### src/rtl/kdb_pkg.sv
package kdb_pkg;

    // Item field widths
    localparam int PIN_W       = 6;
    localparam int PIN_IW      = 3;
    localparam int KEY_W       = 3;
    localparam int KIND_W      = 2;
    localparam int TIME_W      = 32;
    localparam int LEVEL_W     = 5;
    localparam int CHG_W       = 8;
    localparam int HELD_W      = 16;
    localparam int OUT_FIELD_W = KEY_W + KIND_W + TIME_W + LEVEL_W;
    localparam int IN_TDATA_W  = 8;
    localparam int OUT_TDATA_W = 48;

    // Configuration port
    localparam int APB_AW = 4;
    localparam int APB_DW = 32;

    localparam logic [1:0] REG_PRESS   = 2'd0;
    localparam logic [1:0] REG_RELEASE = 2'd1;
    localparam logic [1:0] REG_LONG    = 2'd2;

    localparam logic [CHG_W-1:0]  PRESS_TICKS_RST   = 8'd2;
    localparam logic [CHG_W-1:0]  RELEASE_TICKS_RST = 8'd8;
    localparam logic [HELD_W-1:0] LONG_TICKS_RST    = 16'd600;

    // Event kinds
    localparam logic [KIND_W-1:0] KIND_PRESS   = 2'd0;
    localparam logic [KIND_W-1:0] KIND_RELEASE = 2'd1;
    localparam logic [KIND_W-1:0] KIND_LONG    = 2'd2;

    typedef enum logic [2:0] {
        ST_IDLE,
        ST_DEB,
        ST_LNG,
        ST_POP,
        ST_RES
    } t_kdb_state;

    typedef struct packed {
        logic [CHG_W-1:0]  press_ticks;
        logic [CHG_W-1:0]  release_ticks;
        logic [HELD_W-1:0] long_ticks;
    } t_kdb_cfg;

    typedef struct packed {
        logic accept;
        logic deb;
        logic lng;
        logic key_adv;
        logic pop_rd;
        logic load_out;
    } t_kdb_cmd;

    typedef struct packed {
        logic last_key;
        logic out_free;
    } t_kdb_sts;

    typedef struct packed {
        logic [KEY_W-1:0]  key;
        logic [KIND_W-1:0] kind;
        logic [TIME_W-1:0] stamp;
    } t_kdb_event;

    typedef struct packed {
        logic              valid;
        logic [KEY_W-1:0]  key;
        logic [KIND_W-1:0] kind;
        logic [TIME_W-1:0] stamp;
        logic [LEVEL_W-1:0] level;
    } t_kdb_result;

endpackage

### src/rtl/kdb_cfg.sv
module kdb_cfg
    import kdb_pkg::*;
(
    input  logic              i_clk,
    input  logic              i_rst_n,
    input  logic              i_psel,
    input  logic              i_penable,
    input  logic              i_pwrite,
    input  logic [APB_AW-1:0] i_paddr,
    input  logic [APB_DW-1:0] i_pwdata,
    output logic [APB_DW-1:0] o_prdata,
    output t_kdb_cfg          o_cfg
);

    t_kdb_cfg r_cfg;
    logic     w_wr;

    assign w_wr  = i_psel && i_penable && i_pwrite;
    assign o_cfg = r_cfg;

    always_ff @(posedge i_clk) begin
        if (!i_rst_n) begin
            r_cfg.press_ticks   <= PRESS_TICKS_RST;
            r_cfg.release_ticks <= RELEASE_TICKS_RST;
            r_cfg.long_ticks    <= LONG_TICKS_RST;
        end else if (w_wr) begin
            case (i_paddr[3:2])
                REG_PRESS:   r_cfg.press_ticks   <= i_pwdata[CHG_W-1:0];
                REG_RELEASE: r_cfg.release_ticks <= i_pwdata[CHG_W-1:0];
                REG_LONG:    r_cfg.long_ticks    <= i_pwdata[HELD_W-1:0];
                default: ;  // unmapped address: drop the write
            endcase
        end
    end

    always_comb begin
        case (i_paddr[3:2])
            REG_PRESS:   o_prdata = APB_DW'(r_cfg.press_ticks);
            REG_RELEASE: o_prdata = APB_DW'(r_cfg.release_ticks);
            REG_LONG:    o_prdata = APB_DW'(r_cfg.long_ticks);
            default:     o_prdata = '0;
        endcase
    end

endmodule

### src/rtl/kdb_ctrl.sv
module kdb_ctrl
    import kdb_pkg::*;
(
    input  logic     i_clk,
    input  logic     i_rst_n,
    input  logic     i_in_valid,
    input  logic     i_action,
    input  t_kdb_sts i_sts,
    output logic     o_in_ready,
    output t_kdb_cmd o_cmd
);

    t_kdb_state r_state;
    t_kdb_state n_state;

    always_ff @(posedge i_clk) begin
        if (!i_rst_n) begin
            r_state <= ST_IDLE;
        end else begin
            r_state <= n_state;
        end
    end

    always_comb begin
        n_state    = r_state;
        o_cmd      = '0;
        o_in_ready = 1'b0;
        case (r_state)
            ST_IDLE: begin
                o_in_ready = 1'b1;
                if (i_in_valid) begin
                    o_cmd.accept = 1'b1;
                    n_state      = i_action ? ST_POP : ST_DEB;
                end
            end
            ST_DEB: begin
                o_cmd.deb = 1'b1;
                n_state   = ST_LNG;
            end
            ST_LNG: begin
                o_cmd.lng = 1'b1;
                if (i_sts.last_key) begin
                    n_state = ST_RES;
                end else begin
                    o_cmd.key_adv = 1'b1;
                    n_state       = ST_DEB;
                end
            end
            ST_POP: begin
                o_cmd.pop_rd = 1'b1;
                n_state      = ST_RES;
            end
            ST_RES: begin
                // hold until the output register can take the result
                if (i_sts.out_free) begin
                    o_cmd.load_out = 1'b1;
                    n_state        = ST_IDLE;
                end
            end
            default: n_state = ST_IDLE;
        endcase
    end

endmodule

### src/rtl/kdb_dp.sv
module kdb_dp
    import kdb_pkg::*;
#(
    parameter int NUM_KEYS    = 6,
    parameter int QUEUE_DEPTH = 32
) (
    input  logic             i_clk,
    input  logic             i_rst_n,
    input  t_kdb_cmd         i_cmd,
    output t_kdb_sts         o_sts,
    input  logic             i_action,
    input  logic [PIN_W-1:0] i_pins,
    input  t_kdb_cfg         i_cfg,
    input  logic             i_out_ready,
    output logic             o_out_valid,
    output t_kdb_result      o_out
);

    localparam int KW  = (NUM_KEYS > 1) ? $clog2(NUM_KEYS) : 1;
    localparam int PW  = $clog2(QUEUE_DEPTH);
    localparam int LVW = PW + 1;

    // Per-key state
    logic [NUM_KEYS-1:0] r_raw;
    logic [NUM_KEYS-1:0] r_stable;
    logic [NUM_KEYS-1:0] r_long_done;
    logic [CHG_W-1:0]    r_chg_age  [NUM_KEYS];
    logic [HELD_W-1:0]   r_held_age [NUM_KEYS];

    // Item and scan state
    logic [KW-1:0]     r_key;
    logic              r_skip;
    logic              r_is_pop;
    logic [PIN_W-1:0]  r_pins;
    logic [TIME_W-1:0] r_time;

    // Event queue
    t_kdb_event     r_mem [QUEUE_DEPTH];
    t_kdb_event     r_rd_data;
    logic           r_hit;
    logic [PW-1:0]  r_wr;
    logic [PW-1:0]  r_rd;

    t_kdb_result r_out;
    logic        r_out_valid;

    logic [31:0]       w_key32;
    logic              w_now_raw;
    logic              w_changed;
    logic [CHG_W-1:0]  w_age_new;
    logic [HELD_W-1:0] w_held_inc;
    logic              w_pending;
    logic [CHG_W-1:0]  w_need;
    logic              w_flip;
    logic              w_long_fire;
    logic              w_push;
    logic              w_wr_en;
    logic [KIND_W-1:0] w_kind;
    logic [PW-1:0]     w_wr_next;
    logic [PW-1:0]     w_rd_next;
    logic              w_empty;
    logic [LVW-1:0]    w_level;
    logic [31:0]       w_level32;

    assign w_key32   = 32'(r_key);
    assign w_now_raw = (w_key32 < PIN_W) ? ~r_pins[w_key32[PIN_IW-1:0]] : 1'b0;
    assign w_changed = w_now_raw != r_raw[r_key];
    assign w_age_new = w_changed ? '0 :
                       (r_chg_age[r_key] == '1) ? r_chg_age[r_key] : r_chg_age[r_key] + 1'b1;
    assign w_held_inc = (r_held_age[r_key] == '1) ? r_held_age[r_key]
                                                  : r_held_age[r_key] + 1'b1;
    assign w_pending = r_stable[r_key] != w_now_raw;
    assign w_need    = w_now_raw ? i_cfg.press_ticks : i_cfg.release_ticks;
    assign w_flip    = w_pending && (w_age_new >= w_need);

    // held age was updated in the debounce cycle of the same key
    assign w_long_fire = r_stable[r_key] && !r_long_done[r_key] && !r_skip &&
                         (r_held_age[r_key] >= i_cfg.long_ticks);

    assign w_push  = (i_cmd.deb && w_flip) || (i_cmd.lng && w_long_fire);
    assign w_kind  = i_cmd.lng ? KIND_LONG : (w_now_raw ? KIND_PRESS : KIND_RELEASE);

    assign w_wr_next = (r_wr == PW'(QUEUE_DEPTH - 1)) ? '0 : r_wr + 1'b1;
    assign w_rd_next = (r_rd == PW'(QUEUE_DEPTH - 1)) ? '0 : r_rd + 1'b1;
    assign w_empty   = r_rd == r_wr;
    // drop the event silently when the queue is full
    assign w_wr_en   = w_push && (w_wr_next != r_rd);

    assign w_level   = (r_wr >= r_rd) ? LVW'(r_wr) - LVW'(r_rd)
                                      : LVW'(r_wr) + LVW'(QUEUE_DEPTH) - LVW'(r_rd);
    assign w_level32 = 32'(w_level);

    assign o_sts.last_key = w_key32 == 32'(NUM_KEYS - 1);
    assign o_sts.out_free = !r_out_valid || i_out_ready;
    assign o_out_valid    = r_out_valid;
    assign o_out          = r_out;

    always_ff @(posedge i_clk) begin
        if (w_wr_en) begin
            r_mem[r_wr] <= '{key: w_key32[KEY_W-1:0], kind: w_kind, stamp: r_time};
        end
        if (i_cmd.pop_rd) begin
            r_rd_data <= r_mem[r_rd];
        end
    end

    always_ff @(posedge i_clk) begin
        if (!i_rst_n) begin
            r_raw       <= '0;
            r_stable    <= '0;
            r_long_done <= '0;
            for (int k = 0; k < NUM_KEYS; k++) begin
                r_chg_age[k]  <= '0;
                r_held_age[k] <= '0;
            end
            r_key       <= '0;
            r_skip      <= 1'b0;
            r_is_pop    <= 1'b0;
            r_pins      <= '0;
            r_time      <= '0;
            r_hit       <= 1'b0;
            r_wr        <= '0;
            r_rd        <= '0;
            r_out_valid <= 1'b0;
        end else begin
            if (i_cmd.accept) begin
                r_is_pop <= i_action;
                r_pins   <= i_pins;
                r_key    <= '0;
                if (!i_action) begin
                    r_time <= r_time + 1'b1;
                end
            end
            if (i_cmd.key_adv) begin
                r_key <= r_key + 1'b1;
            end
            if (i_cmd.deb) begin
                r_raw[r_key]     <= w_now_raw;
                r_chg_age[r_key] <= w_age_new;
                r_skip           <= w_pending && !w_flip;
                if (w_flip) begin
                    r_stable[r_key] <= w_now_raw;
                end
                if (w_flip && w_now_raw) begin
                    r_held_age[r_key]  <= '0;
                    r_long_done[r_key] <= 1'b0;
                end else begin
                    r_held_age[r_key] <= w_held_inc;
                end
            end
            if (i_cmd.lng && w_long_fire) begin
                r_long_done[r_key] <= 1'b1;
            end
            if (w_wr_en) begin
                r_wr <= w_wr_next;
            end
            if (i_cmd.pop_rd) begin
                r_hit <= !w_empty;
                if (!w_empty) begin
                    r_rd <= w_rd_next;
                end
            end
            if (i_cmd.load_out) begin
                r_out_valid <= 1'b1;
            end else if (i_out_ready) begin
                r_out_valid <= 1'b0;
            end
        end
    end

    always_ff @(posedge i_clk) begin
        if (i_cmd.load_out) begin
            r_out.level <= w_level32[LEVEL_W-1:0];
            if (r_is_pop && r_hit) begin
                r_out.valid <= 1'b1;
                r_out.key   <= r_rd_data.key;
                r_out.kind  <= r_rd_data.kind;
                r_out.stamp <= r_rd_data.stamp;
            end else begin
                r_out.valid <= 1'b0;
                r_out.key   <= '0;
                r_out.kind  <= '0;
                r_out.stamp <= '0;
            end
        end
    end

endmodule

### src/rtl/key_debounce_long_press_events.sv
// Debouncer for NUM_KEYS active-low keys with long-press detection and an event
// queue of QUEUE_DEPTH slots (holding at most QUEUE_DEPTH-1 events; pushes into
// a full queue are dropped). Each input item is either a poll tick (tuser 0,
// pin levels in tdata) or a pop (tuser 1), and gives exactly one result. For a
// tick the scan visits one key at a time, a debounce step then a long-press
// step, each with at most one write into the event store, and then hands the
// result to the output register. A pop reads the store through a register
// before its result is loaded. The next item is accepted in the cycle after
// the result enters the output register, while it still waits to be taken.
// Registers: 0x0 press debounce ticks, 0x4 release debounce ticks, 0x8 long-press
// ticks; write them only while the block is idle.
module key_debounce_long_press_events
    import kdb_pkg::*;
#(
    parameter int NUM_KEYS    = 6,
    parameter int QUEUE_DEPTH = 32
) (
    input  logic                   i_clk,
    input  logic                   i_rst_n,
    input  logic                   s_axis_tvalid,
    output logic                   s_axis_tready,
    input  logic [IN_TDATA_W-1:0]  s_axis_tdata,   // [5:0] pin_levels
    input  logic                   s_axis_tuser,   // [0] action
    output logic                   m_axis_tvalid,
    input  logic                   m_axis_tready,
    output logic [OUT_TDATA_W-1:0] m_axis_tdata,   // [2:0] event_key, [4:3] event_kind,
                                                   // [36:5] event_time, [41:37] queue_level
    output logic                   m_axis_tuser,   // [0] event_valid
    input  logic                   psel,
    input  logic                   penable,
    input  logic                   pwrite,
    input  logic [APB_AW-1:0]      paddr,
    input  logic [APB_DW-1:0]      pwdata,
    output logic [APB_DW-1:0]      prdata,
    output logic                   pready
);

    t_kdb_cfg    w_cfg;
    t_kdb_cmd    w_cmd;
    t_kdb_sts    w_sts;
    t_kdb_result w_out;

    assign pready = 1'b1;

    kdb_cfg u_cfg (
        .i_clk     (i_clk),
        .i_rst_n   (i_rst_n),
        .i_psel    (psel),
        .i_penable (penable),
        .i_pwrite  (pwrite),
        .i_paddr   (paddr),
        .i_pwdata  (pwdata),
        .o_prdata  (prdata),
        .o_cfg     (w_cfg)
    );

    kdb_ctrl u_ctrl (
        .i_clk      (i_clk),
        .i_rst_n    (i_rst_n),
        .i_in_valid (s_axis_tvalid),
        .i_action   (s_axis_tuser),
        .i_sts      (w_sts),
        .o_in_ready (s_axis_tready),
        .o_cmd      (w_cmd)
    );

    kdb_dp #(
        .NUM_KEYS    (NUM_KEYS),
        .QUEUE_DEPTH (QUEUE_DEPTH)
    ) u_dp (
        .i_clk       (i_clk),
        .i_rst_n     (i_rst_n),
        .i_cmd       (w_cmd),
        .o_sts       (w_sts),
        .i_action    (s_axis_tuser),
        .i_pins      (s_axis_tdata[PIN_W-1:0]),
        .i_cfg       (w_cfg),
        .i_out_ready (m_axis_tready),
        .o_out_valid (m_axis_tvalid),
        .o_out       (w_out)
    );

    assign m_axis_tuser = w_out.valid;
    assign m_axis_tdata = {{(OUT_TDATA_W - OUT_FIELD_W){1'b0}},
                           w_out.level, w_out.stamp, w_out.kind, w_out.key};

endmodule

### config.mk
export PLATFORM = sky130hd
export DESIGN_NAME = key_debounce_long_press_events
export DESIGN_NICKNAME = d
export VERILOG_FILES = /design/src/rtl/kdb_pkg.sv /design/src/rtl/kdb_cfg.sv /design/src/rtl/kdb_ctrl.sv /design/src/rtl/kdb_dp.sv /design/src/rtl/key_debounce_long_press_events.sv
export SDC_FILE = /design/constraint.sdc
export NUM_CORES = 2
export LEC_CHECK = 0
export BUFFER_PORTS_ARGS = -buffer_cell sky130_fd_sc_hd__buf_4
export CORE_ASPECT_RATIO = 0.6
export CORE_UTILIZATION = 45
export DETAILED_ROUTE_END_ITERATION = 10
export PLACE_DENSITY = 0.62
export RECOVER_POWER = 100
export SLEW_MARGIN = 30
export SYNTH_ARGS = -nofsm -noshare
export SYNTH_HDL_FRONTEND = slang
export SYNTH_SLANG_ARGS = --single-unit
export TNS_END_PERCENT = 10
### constraint.sdc
create_clock -name i_clk -period 9.9 [get_ports i_clk]
set_clock_uncertainty 0.2 [all_clocks]
set_input_delay 0.495 -clock i_clk [delete_from_list [all_inputs] [get_ports i_clk]]
set_output_delay 0.495 -clock i_clk [all_outputs]
set_load 0.005 [all_outputs]
==> results.sh <==
export IMPL_die_area_um2=141000
export IMPL_cp_slowest_cell="clkbuf_1"
export IMPL_route_vias_total=31700
export IMPL_dr_pass1_iters=6
export IMPL_synth_edf_count=1456
export IMPL_seq_area_um2=46000
export IMPL_netlist_area_um2=62600
export IMPL_place_hpwl_mm=88.3
export IMPL_yosys_area_top_type="edfxtp_1"
export IMPL_antenna_found_initial=10
export IMPL_totalWireLength_mm=151
export IMPL_fill_cells=10800
export IMPL_drtAntennaViolNets=0
export IMPL_track_usage=0.216
export IMPL_grt_ovfl_total=0
export IMPL_postCtsSetupRepairBufs=0
export IMPL_run_status="finished with violations"
export IMPL_fin_hold_ws_ns=0.141
export IMPL_power_leakage_nw=21.0
export IMPL_yosysWarnings=0
export IMPL_grt_start_max_net_pins=135
export IMPL_async_reset_ff_frac=0
export IMPL_crit_fanout=53
export IMPL_setup_viol=0
export IMPL_stdcell_area_um2=70300
export IMPL_ys_seq_elements=1567
export IMPL_fmax_ghz=0.119
export IMPL_place_gp_congestion=0.888
export IMPL_synthTopCellsByArea="edfxtp_1 (70%), mux4_2 (15%), dfxtp_1 (3.5%)"
export IMPL_io_buffers=92
export IMPL_wl_per_cell_um=28.6
export IMPL_start_kind="register"
export IMPL_drc=0
export IMPL_cp_required_ns=10.05
export IMPL_h_tree_depth=4
export IMPL_crit_path_end_kind="register"
export IMPL_rows=105
export IMPL_min_period_ns=8.38
export IMPL_maxSlewViolCount=1320
export IMPL_path_clk_slew_ns=0.06
export IMPL_yosysUniqueCellTypes=87
export IMPL_finalNetCount=3459
export IMPL_arrival_ns=8.53
export IMPL_setup_tns_ns=0
export IMPL_core_area_um2=137000
export IMPL_die_x_um=484
export IMPL_rsz0062_at_grt="false"
export IMPL_post_route_period_util=0.847
export IMPL_hold_path_class="input pin to register"
export IMPL_cts_tree="yes"
export IMPL_hold_viol=0
export IMPL_violations="max-capacitance violations, max-slew violations"
export IMPL_crit_buf_inv=3
export IMPL_io_pins=136
export IMPL_cts_resized=0
export IMPL_syn_avg_cell_area_um2=19.7
export IMPL_layout_drive_gt1_share=0.245
export IMPL_drt_iter0_drc=3640
export IMPL_grt_pass1_wl_mm=220
export IMPL_crit_path_cell_trace="clkbuf_1, nor3b_1, a22oi_1, nand3_1, xnor2_1, nand3_1, inv_1, ha_1, o21a_1, nor2_1, o31ai_1, and4b_1, o32a_2, and3_2, clkbuf_2"
export IMPL_critPathTopFamily="buffers and inverters"
export IMPL_cp_slowest_stage_delay_ns=1.69
export IMPL_power_density_nw_per_um2=189
export IMPL_final_common_cell="edfxtp_1"
export IMPL_irDropWorstVdd_uv=169
export IMPL_cts_buffers=142
export IMPL_placed_area_um2=65500
export IMPL_yosysTopAreaCellShare=0.698
export IMPL_cts_root_buf="clkbuf_16"
export IMPL_multiInputGateArea_um2=15700
export IMPL_vias_per_cell=5.98
export IMPL_mostFrequentLayoutCells="edfxtp_1 (1456), mux4_2 (419), nor2_1 (212)"
export IMPL_ys_seq_area_frac=0.734
export IMPL_max_cap_violations=35
export IMPL_first_global_vias=32000
export IMPL_initial_utilization=0.456
export IMPL_tightestPinTransition_ns=4.89
export IMPL_ys_flop_type="edfxtp_1"
export IMPL_crit_type="register to register"
export IMPL_clkLatencyLatePin_ns=0.78
export IMPL_die_height_um=291
export IMPL_crit_path_frequent_cell="nand3_1"
export IMPL_syn_inst=3177
export IMPL_ff2ff_setup_slack_ns=1.52
export IMPL_cts_sinks=1567
export IMPL_cts_buffer_depth=3
export IMPL_areaGrowthSynthToFinish_pct=12.2
export IMPL_slew_headroom=-2.26
## layer usage
layer,part of all wire,vias to the layer above,wire (um),track usage
met3,0.098,187,14800,0.0567
met4,0.017,2,2640,0.0525
met2,0.44,1371,66800,0.310
li1,-,13300,-,-
met1,0.44,16900,67100,0.328
met5,0.00013,-,20,0
## area by class of cell
type | count | area share
Multi-Input combinational cell | 1398 | 0.224
Antenna cell | 1 | 0.0000356
Sequential cell | 1567 | 0.654
Clock buffer | 184 | 0.0559
Inverter | 44 | 0.00244
Timing Repair Buffer | 213 | 0.0218
Tap cell | 1819 | 0.0324
Clock inverter | 73 | 0.0100
## tightest hold or removal path: stages
cell and delay, ns:
buf_4 0.11, nand3_1 0.17, nor3b_4 0.15, nand2_1 0.09, a21oi_1 0.05
## path summary, 6_finish.rpt
| path | startpoint | endpoint | cells after the start |
|---|---|---|---|
| setup / recovery | u_dp.r_key[2] | u_dp.r_mem[25][28] | 15 |
| hold / removal | penable | u_cfg.o_cfg[2] | 5 |
| setup reg to reg | u_dp.r_key[2] | u_dp.r_mem[25][28] | 15 |
| hold reg to reg | u_dp.r_pins[5] | u_dp.r_pins[5] | 2 |
## cell families (layout without fill, tap and decap cells)
family	after synthesis	in the layout	share of synthesized area
AND/OR/NAND/NOR	588	588	0.0460
XOR/XNOR	49	49	0.00757
AO/OA/AOI/OAI	181	181	0.0193
flip-flops	1567	1567	0.734
adder cells (fa/ha/maj)	41	41	0.00831
multiplexers	516	516	0.168
buffers and inverters	233	514	0.0174
other	2	24	0.000120
## repair_timing
action / CTS / global route
hold buffers: 41 / 0
endpoints found under the setup margin: 0 / 0
hold endpoints to repair: 50 / 0
## cells in the mapped netlist (9+ instances only)
master / number
nand2_1: 134
xnor2_1: 23
clkbuf_1: 112
and2_1: 14
edfxtp_1: 1456
mux2i_1: 41
xor2_1: 20
a21oi_1: 70
o21ai_0: 37
inv_1: 41
mux4_2: 419
nand3_1: 47
ha_1: 40
buf_4: 26
and3_1: 85
nor2_1: 212
dfxtp_1: 111
nor3_1: 14
buf_6: 9
mux2_2: 51
nand4_1: 14
buf_2: 12
buf_1: 26
## power by group
part / internal, W / switching [W]
registers: 0.00723 / 0.0000320
logic: 0.000171 / 0.000296
clock network: 0.00314 / 0.00240
## flip-flops by register name, summed over array words and instances (netlist names), 32 cells and up, named ones only
| register | count |
|---|---|
| u_dp.o_out | 43 |
| u_dp.r_rd_data | 37 |
| u_dp.r_time | 32 |
| u_cfg.o_cfg | 32 |
| u_dp.r_held_age | 128 |
| u_dp.r_chg_age | 64 |
| u_dp.r_mem | 1184 |
## metrics by stage
stage	setup slack (ns)	std cells	power, W	util
after floorplan	4.11	3198	0.00769	-
after CTS	2.50	5297	0.0134	0.514
after detailed placement	2.54	4999	0.00786	0.477
final	1.52	5299	0.0133	0.512
after global placement	2.60	4998	0.00784	0.476
after global routing	0.969	5299	0.0137	0.512
Note: power is estimated with default switching activity, not from simulation.
